File: src/hdl/pimit_pkg.sv
package pimit_pkg;

  localparam int unsigned ENTRIES_DEF = 64;
  localparam int unsigned KEY_W = 64;
  localparam int unsigned TIME_W = 48;

  // one arrival moving along the row of cells
  typedef struct packed {
    logic              vld;
    logic              done;
    logic              known;
    logic [KEY_W-1:0]  key;
    logic [TIME_W-1:0] tstamp;
    logic [TIME_W-1:0] best;
  } tok_t;

endpackage

File: src/hdl/pimit_cell.sv
module pimit_cell (
  input  logic              clk,
  input  logic              rst_n,
  input  logic              adv,
  input  pimit_pkg::tok_t   tok_i,
  output pimit_pkg::tok_t   tok_o
);

  logic                             ent_vld_r, ent_vld_nxt;
  logic [pimit_pkg::KEY_W-1:0]      ent_key_r, ent_key_nxt;
  logic [pimit_pkg::TIME_W-1:0]     ent_last_r, ent_last_nxt;
  logic [pimit_pkg::TIME_W-1:0]     ent_gap_r, ent_gap_nxt;
  pimit_pkg::tok_t                  tok_r, tok_nxt;

  logic                             hit;
  logic                             late;
  logic [pimit_pkg::TIME_W-1:0]     diff;
  logic [pimit_pkg::TIME_W-1:0]     gap;
  logic [pimit_pkg::TIME_W-1:0]     new_gap;

  assign hit     = ent_vld_r && (ent_key_r == tok_i.key);
  assign late    = tok_i.tstamp >= ent_last_r;
  assign diff    = tok_i.tstamp - ent_last_r;
  assign gap     = late ? diff : '0;
  assign new_gap = (gap < ent_gap_r) ? gap : ent_gap_r;

  always_comb begin
    ent_vld_nxt  = ent_vld_r;
    ent_key_nxt  = ent_key_r;
    ent_last_nxt = ent_last_r;
    ent_gap_nxt  = ent_gap_r;
    tok_nxt      = tok_i;
    if (tok_i.vld && !tok_i.done) begin
      if (hit) begin
        // known key: lower the best gap, remember this arrival
        ent_last_nxt  = tok_i.tstamp;
        ent_gap_nxt   = new_gap;
        tok_nxt.done  = 1'b1;
        tok_nxt.known = 1'b1;
        tok_nxt.best  = new_gap;
      end else if (!ent_vld_r) begin
        // first free entry: every earlier entry is taken and did not match
        ent_vld_nxt  = 1'b1;
        ent_key_nxt  = tok_i.key;
        ent_last_nxt = tok_i.tstamp;
        ent_gap_nxt  = tok_i.tstamp;
        tok_nxt.done = 1'b1;
        tok_nxt.best = tok_i.tstamp;
      end
    end
  end

  always_ff @(posedge clk) begin
    if (!rst_n) begin
      ent_vld_r <= 1'b0;
      tok_r.vld <= 1'b0;
    end else if (adv) begin
      ent_vld_r  <= ent_vld_nxt;
      ent_key_r  <= ent_key_nxt;
      ent_last_r <= ent_last_nxt;
      ent_gap_r  <= ent_gap_nxt;
      tok_r      <= tok_nxt;
    end
  end

  assign tok_o = tok_r;

endmodule

File: config.mk
export PLATFORM = sky130hd
export DESIGN_NAME = pimit_cell
export DESIGN_NICKNAME = d
export VERILOG_FILES = /design/src/hdl/pimit_pkg.sv /design/src/hdl/pimit_cell.sv
export SDC_FILE = /design/constraint.sdc
export NUM_CORES = 1
export LEC_CHECK = 0
export BUFFER_PORTS_ARGS = -buffer_cell sky130_fd_sc_hd__buf_2
export CAP_MARGIN = 10
export CORE_AREA = 2 2 210 212
export CTS_CLUSTER_DIAMETER = 50
export DETAILED_ROUTE_END_ITERATION = 8
export DIE_AREA = 0 0 212 214
export GPL_TIMING_DRIVEN = 0
export SLEW_MARGIN = 20
export SYNTH_ARGS = -nofsm -noshare
export SYNTH_HDL_FRONTEND = slang
export SYNTH_SLANG_ARGS = --single-unit
export TNS_END_PERCENT = 5
File: constraint.sdc
create_clock -name clk -period 12.85 [get_ports clk]
set_input_delay 1.285 -clock clk [delete_from_list [all_inputs] [get_ports clk]]
set_output_delay 1.285 -clock clk [all_outputs]
set_load 0.01 [all_outputs]
## After elaboration in Yosys (flattened, before gate mapping)

Cells that the tools add are included.

- Add/subtract/negate cells: 1
- Reduce and logical (&&, ||, !) cells: 7
- Bitwise logic cells: 2
- Equality and inequality tests: 2
- Mux-type cells: 12
- Magnitude comparators: 2

Operator list:

| operator | count |
|---|---|
| two-way mux 48 bit | 8 |
| equality test 64 bit | 1 |
| greater-or-equal comparator 48 bit | 1 |
| < comparator 48 bit | 1 |
| subtractor 48 bit | 1 |
| AND reduction 5 bit | 1 |
| AND reduction 4 bit | 1 |
| two-way mux 1 bit | 3 |
| AND reduction 3 bit | 1 |
| logical AND 1 bit | 2 |
| two-way mux 2 bit | 1 |
| != test 2 x 1 -> 1 bit (second input constant) | 1 |
| NOT 1 bit | 2 |
| AND reduction 2 bit | 1 |
| zero test 1 bit | 1 |

- Bits in registers: 324
- Output and inout port bits: 163
- Bits of input ports: 166
- Logic and storage cells: 36

## Depth between registers and ports, before layout

- Depth in word-level cells: 6
- Mapped depth: 26
- Mapped depth without buffers: 22

## Worst setup path before layout

No wires, ideal clock.

- Path kind: input port to flip-flop
- From: input port adv
- To: register ent_gap_r[0] (netlist name) (enable)
- Required time: 12,385 ps
- Stages on the path: 2
- Path slack: 4,816 ps
- Library setup time: 465 ps
- Buffers on the path: 0
- Arrival time: 7,569 ps
- Cells stage by stage: and2_1 > and2_1

- Longest elaborated chain between the ends: 1

Ends and longest elaborated chain:

| item | RTL line | text |
|---|---|---|
| from (decl) | pimit_cell.sv:4 | `input logic adv,` |
| AND reduction 4 bit (no source line) | n/a |  |
| to (signal assigned) | pimit_cell.sv:61 | `ent_gap_r <= ent_gap_nxt;` |
| to (decl) | pimit_cell.sv:12 | `logic [pimit_pkg::TIME_W-1:0] ent_gap_r, ent_gap_nxt;` |

No other way between the ends.
A chain may end at the register's enable or synchronous reset.

==> impl_metrics.prom <==
# TYPE chip_impl_metric gauge
chip_impl_metric{name="max_freq",unit="GHz"} 0.144
chip_impl_metric{name="timing.slew.headroom",unit="%"} 35.5
chip_impl_metric{name="cts_resized",unit=""} 0
chip_impl_metric{name="synth-edff-count",unit=""} 322
chip_impl_metric{name="cts_hold_buf",unit=""} 0
chip_impl_metric{name="total_power_after_layout",unit="mW"} 2.72
chip_impl_info{name="criticalPathCategory",value="in -> reg"} 1
chip_impl_metric{name="clock_skew",unit="ns"} 0.0235
chip_impl_metric{name="power-per-cell-area",unit="mW/mm2"} 130
chip_impl_metric{name="power.leakage",unit="nW"} 8.61
chip_impl_info{name="yosys_most_used_dff",value="edfxtp_1"} 1
chip_impl_metric{name="synth.yosys.seq_area_share",unit="%"} 56.8
chip_impl_metric{name="io-pin-count",unit=""} 329
chip_impl_metric{name="synth.yosys.warnings",unit=""} 0
chip_impl_metric{name="route.vias.total",unit=""} 13000
chip_impl_metric{name="detail-route-antenna-nets",unit=""} 0
chip_impl_metric{name="wl",unit="um"} 48000
chip_impl_metric{name="routed_wire_length_per_instance",unit="um"} 19.4
chip_impl_metric{name="synth_cell_types",unit=""} 79
chip_impl_info{name="rsz0062_at_grt",value="false"} 1
chip_impl_metric{name="grt_pass1_vias",unit=""} 12700
chip_impl_info{name="mostFrequentLayoutCell",value="buf_2"} 1
chip_impl_metric{name="area_growth",unit="%"} 22.6
chip_impl_metric{name="postSynthRegisterBits",unit=""} 324
chip_impl_metric{name="grt_use_total",unit="%"} 20.8
chip_impl_metric{name="fin_tns_setup",unit="ns"} 0
chip_impl_info{name="timing.critical_path.to_type",value="flop"} 1
chip_impl_metric{name="cts_htree_levels",unit=""} 2
chip_impl_metric{name="design.final.nets",unit=""} 2116
chip_impl_metric{name="syn_inst",unit=""} 1474
chip_impl_metric{name="chipWidth",unit="um"} 212
chip_impl_metric{name="min_period_over_period",unit="%"} 54.2
chip_impl_metric{name="synthArstFlopShare",unit="%"} 0
chip_impl_info{name="crit_path_start_kind",value="input port"} 1
chip_impl_metric{name="detailedPlace.worstSlack",unit="ns"} 5.34
chip_impl_metric{name="worst_pin_slew",unit="ns"} 0.954
chip_impl_metric{name="floorplan.rows",unit=""} 76
chip_impl_metric{name="synth_fp_nets",unit=""} 1736
chip_impl_metric{name="postCtsSetupBuffers",unit=""} 0
chip_impl_metric{name="dp.final_hpwl",unit="um"} 36900
chip_impl_metric{name="arrival",unit="ns"} 7.26
chip_impl_metric{name="numPlacedInstances",unit=""} 2394
chip_impl_metric{name="layout.cells.non_filler",unit=""} 2476
chip_impl_metric{name="design_area",unit="mm2"} 0.0210
chip_impl_metric{name="worst_path_setup_slack_after_routing",unit="ns"} 5.89
chip_impl_metric{name="post_synth_instance_area",unit="mm2"} 0.0171
chip_impl_metric{name="die_h",unit="um"} 214
chip_impl_metric{name="residual_overflow_from_global_routing",unit=""} 0
chip_impl_metric{name="finalWeightedCongestion",unit=""} 0.881
chip_impl_info{name="hold_crit_class",value="reg -> reg"} 1
chip_impl_metric{name="setup_violations",unit=""} 0
chip_impl_info{name="worst_path_most_repeated_cell",value="buf_2"} 1
chip_impl_metric{name="antenna_found_initial",unit=""} 3
chip_impl_metric{name="drv.max_cap_violation_count",unit=""} 0
chip_impl_metric{name="cp.required",unit="ns"} 13.14
chip_impl_metric{name="die_area",unit="mm2"} 0.0454
chip_impl_metric{name="finalHoldViolations",unit=""} 0
chip_impl_metric{name="post_route_cells_drive_above_1_share",unit="%"} 24.6
chip_impl_metric{name="grt_start_max_net_pins",unit=""} 61
chip_impl_metric{name="post_drt_via_cell_ratio",unit=""} 5.25
chip_impl_metric{name="numClockSinks",unit=""} 324
chip_impl_metric{name="layout_min_cycle_time",unit="ns"} 6.96
chip_impl_info{name="layout_common_cells",value="buf_2, edfxtp_1, inv_1"} 1
chip_impl_info{name="status",value="completed"} 1
chip_impl_metric{name="initial_utilization",unit="%"} 39.8
chip_impl_info{name="slowest_stage",value="o31ai_1"} 1
chip_impl_metric{name="floorplan.core_area",unit="mm2"} 0.0429
chip_impl_metric{name="detail_route.iter0.violations",unit=""} 811
chip_impl_metric{name="cts.reportedPaths.clkPinSlew",unit="ns"} 0.06
chip_impl_metric{name="tritoncts.num_buffers",unit=""} 43
chip_impl_metric{name="clk_latency",unit="ns"} 0.56
chip_impl_metric{name="grt_pass1_wl",unit="um"} 73300
chip_impl_metric{name="worstPathMaxFanout",unit=""} 10
chip_impl_metric{name="detail_route.drc_violations",unit=""} 0
chip_impl_metric{name="maxSlewViolCount",unit=""} 0
chip_impl_metric{name="cts.path.max_buffers",unit=""} 3
chip_impl_metric{name="ir_drop",unit="mV"} 0.0836
chip_impl_metric{name="cp_num_buf_inv",unit=""} 7
chip_impl_metric{name="drt_pre_antenna_iters",unit=""} 6
chip_impl_metric{name="dpl_cell_area",unit="mm2"} 0.0196
chip_impl_metric{name="avgSynthCellArea",unit="um2"} 11.6
chip_impl_metric{name="slowest_delay",unit="ns"} 0.52
chip_impl_info{name="cts-root-buf",value="clkbuf_16"} 1
chip_impl_info{name="tritoncts",value="done"} 1
chip_impl_info{name="critical_path.top_delay_family",value="compound AO/OA/AOI/OAI gates"} 1
chip_impl_metric{name="port-buffer-count",unit=""} 328
layer usage:
layer	track usage (%)	vias to the layer above	share of wire (%)
met5	0	-	0.025
met4	5.80	2	2.1
met3	3.96	68	5.0
met2	33.0	343	47
met1	29.0	6308	46
li1	-	6286	-
metrics by stage:
step / hold slack (ns) / util, %
floorplan: 0.520 / -
global placement: 0.496 / 45.4
detailed placement: 0.516 / 45.8
CTS: 0.529 / 48.9
global route: 0.620 / 48.9
finish: 0.525 / 48.9
tightest hold or removal path, stage by stage, from the launching register on:
cell and delay (ns):
dfxtp_1 0.31, mux2i_1 0.12, nor2b_1 0.06
state kept, by name, indices dropped and copies added, names as in the netlist:
register / count
ent_vld_r: 1
tok_o: 163
ent_last_r: 48
ent_key_r: 64
ent_gap_r: 48
cell usage after synthesis, types with 12 or more instances:
master      n  share of area (%)
edfxtp_1  322                 57
a21o_1     19               0.83
o31ai_1    14               0.62
o21a_1     12               0.53
buf_2      15               0.44
nor2_1     93                2.0
nand2_1   116                2.5
nand4_1    44                1.6
inv_1     121                2.7
xor2_1     16               0.82
nor3_1     12               0.35
nor4_1     13               0.48
ha_1       95                7.0
o22ai_1    42                1.5
clkbuf_1   31               0.68
mux2i_1    40                2.3
a21oi_1   102                3.0
nand3_1    25               0.73
xnor2_1    84                4.3
o21ai_0    79                2.3
cell families (layout without fill, tap and decap cells):
| group | count (synthesis) | after routing | share of synthesized area (%) |
|---|---|---|---|
| adders and majority gates | 96 | 96 | 7.07 |
| and+or+nand+nor | 359 | 359 | 10.1 |
| other | 0 | 2 | 0 |
| muxes | 43 | 43 | 2.54 |
| buffers and inverters | 178 | 593 | 4.39 |
| xor gates and xnor gates | 100 | 100 | 5.13 |
| DFF | 324 | 324 | 56.8 |
| AOI/OAI and AO/OA | 374 | 374 | 14.0 |
layout make-up:
| class | count | area [um2] |
|---|---|---|
| tap | 585 | 732 |
| timing repair buffer | 335 | 1790 |
| clock buffer | 49 | 1100 |
| clock inverter | 31 | 230 |
| buffer | 57 | 295 |
| multi-input combinational | 972 | 6640 |
| fill | 4002 | 21900 |
| sequential | 324 | 9710 |
| antenna | 2 | 5.00 |
| inverter | 121 | 454 |
final timing paths:
kind                                         startpoint                 endpoint  slack, ns  cells after the start
worst max-delay path                          tok_i[48]      tok_o[25]$_DFFE_PP_       5.89                     26
worst min-delay path            tok_o[162]$_SDFFE_PN0P_  tok_o[162]$_SDFFE_PN0P_       0.53                      2
worst max register to register  ent_last_r[0]$_DFFE_PP_      tok_o[25]$_DFFE_PP_       6.48                     24
worst min register to register  tok_o[162]$_SDFFE_PN0P_  tok_o[162]$_SDFFE_PN0P_       0.53                      2
report_power, final:
part | leakage [nW] | total [mW] | internal (mW) | switching, mW
clock | 0.631 | 1.12 | 0.644 | 0.475
combinational | 5.00 | 0.379 | 0.146 | 0.233
sequential | 2.99 | 1.22 | 1.21 | 0.0104
total | 8.61 | 2.72 | 2.00 | 0.718
(Power assumes the default switching activity.)
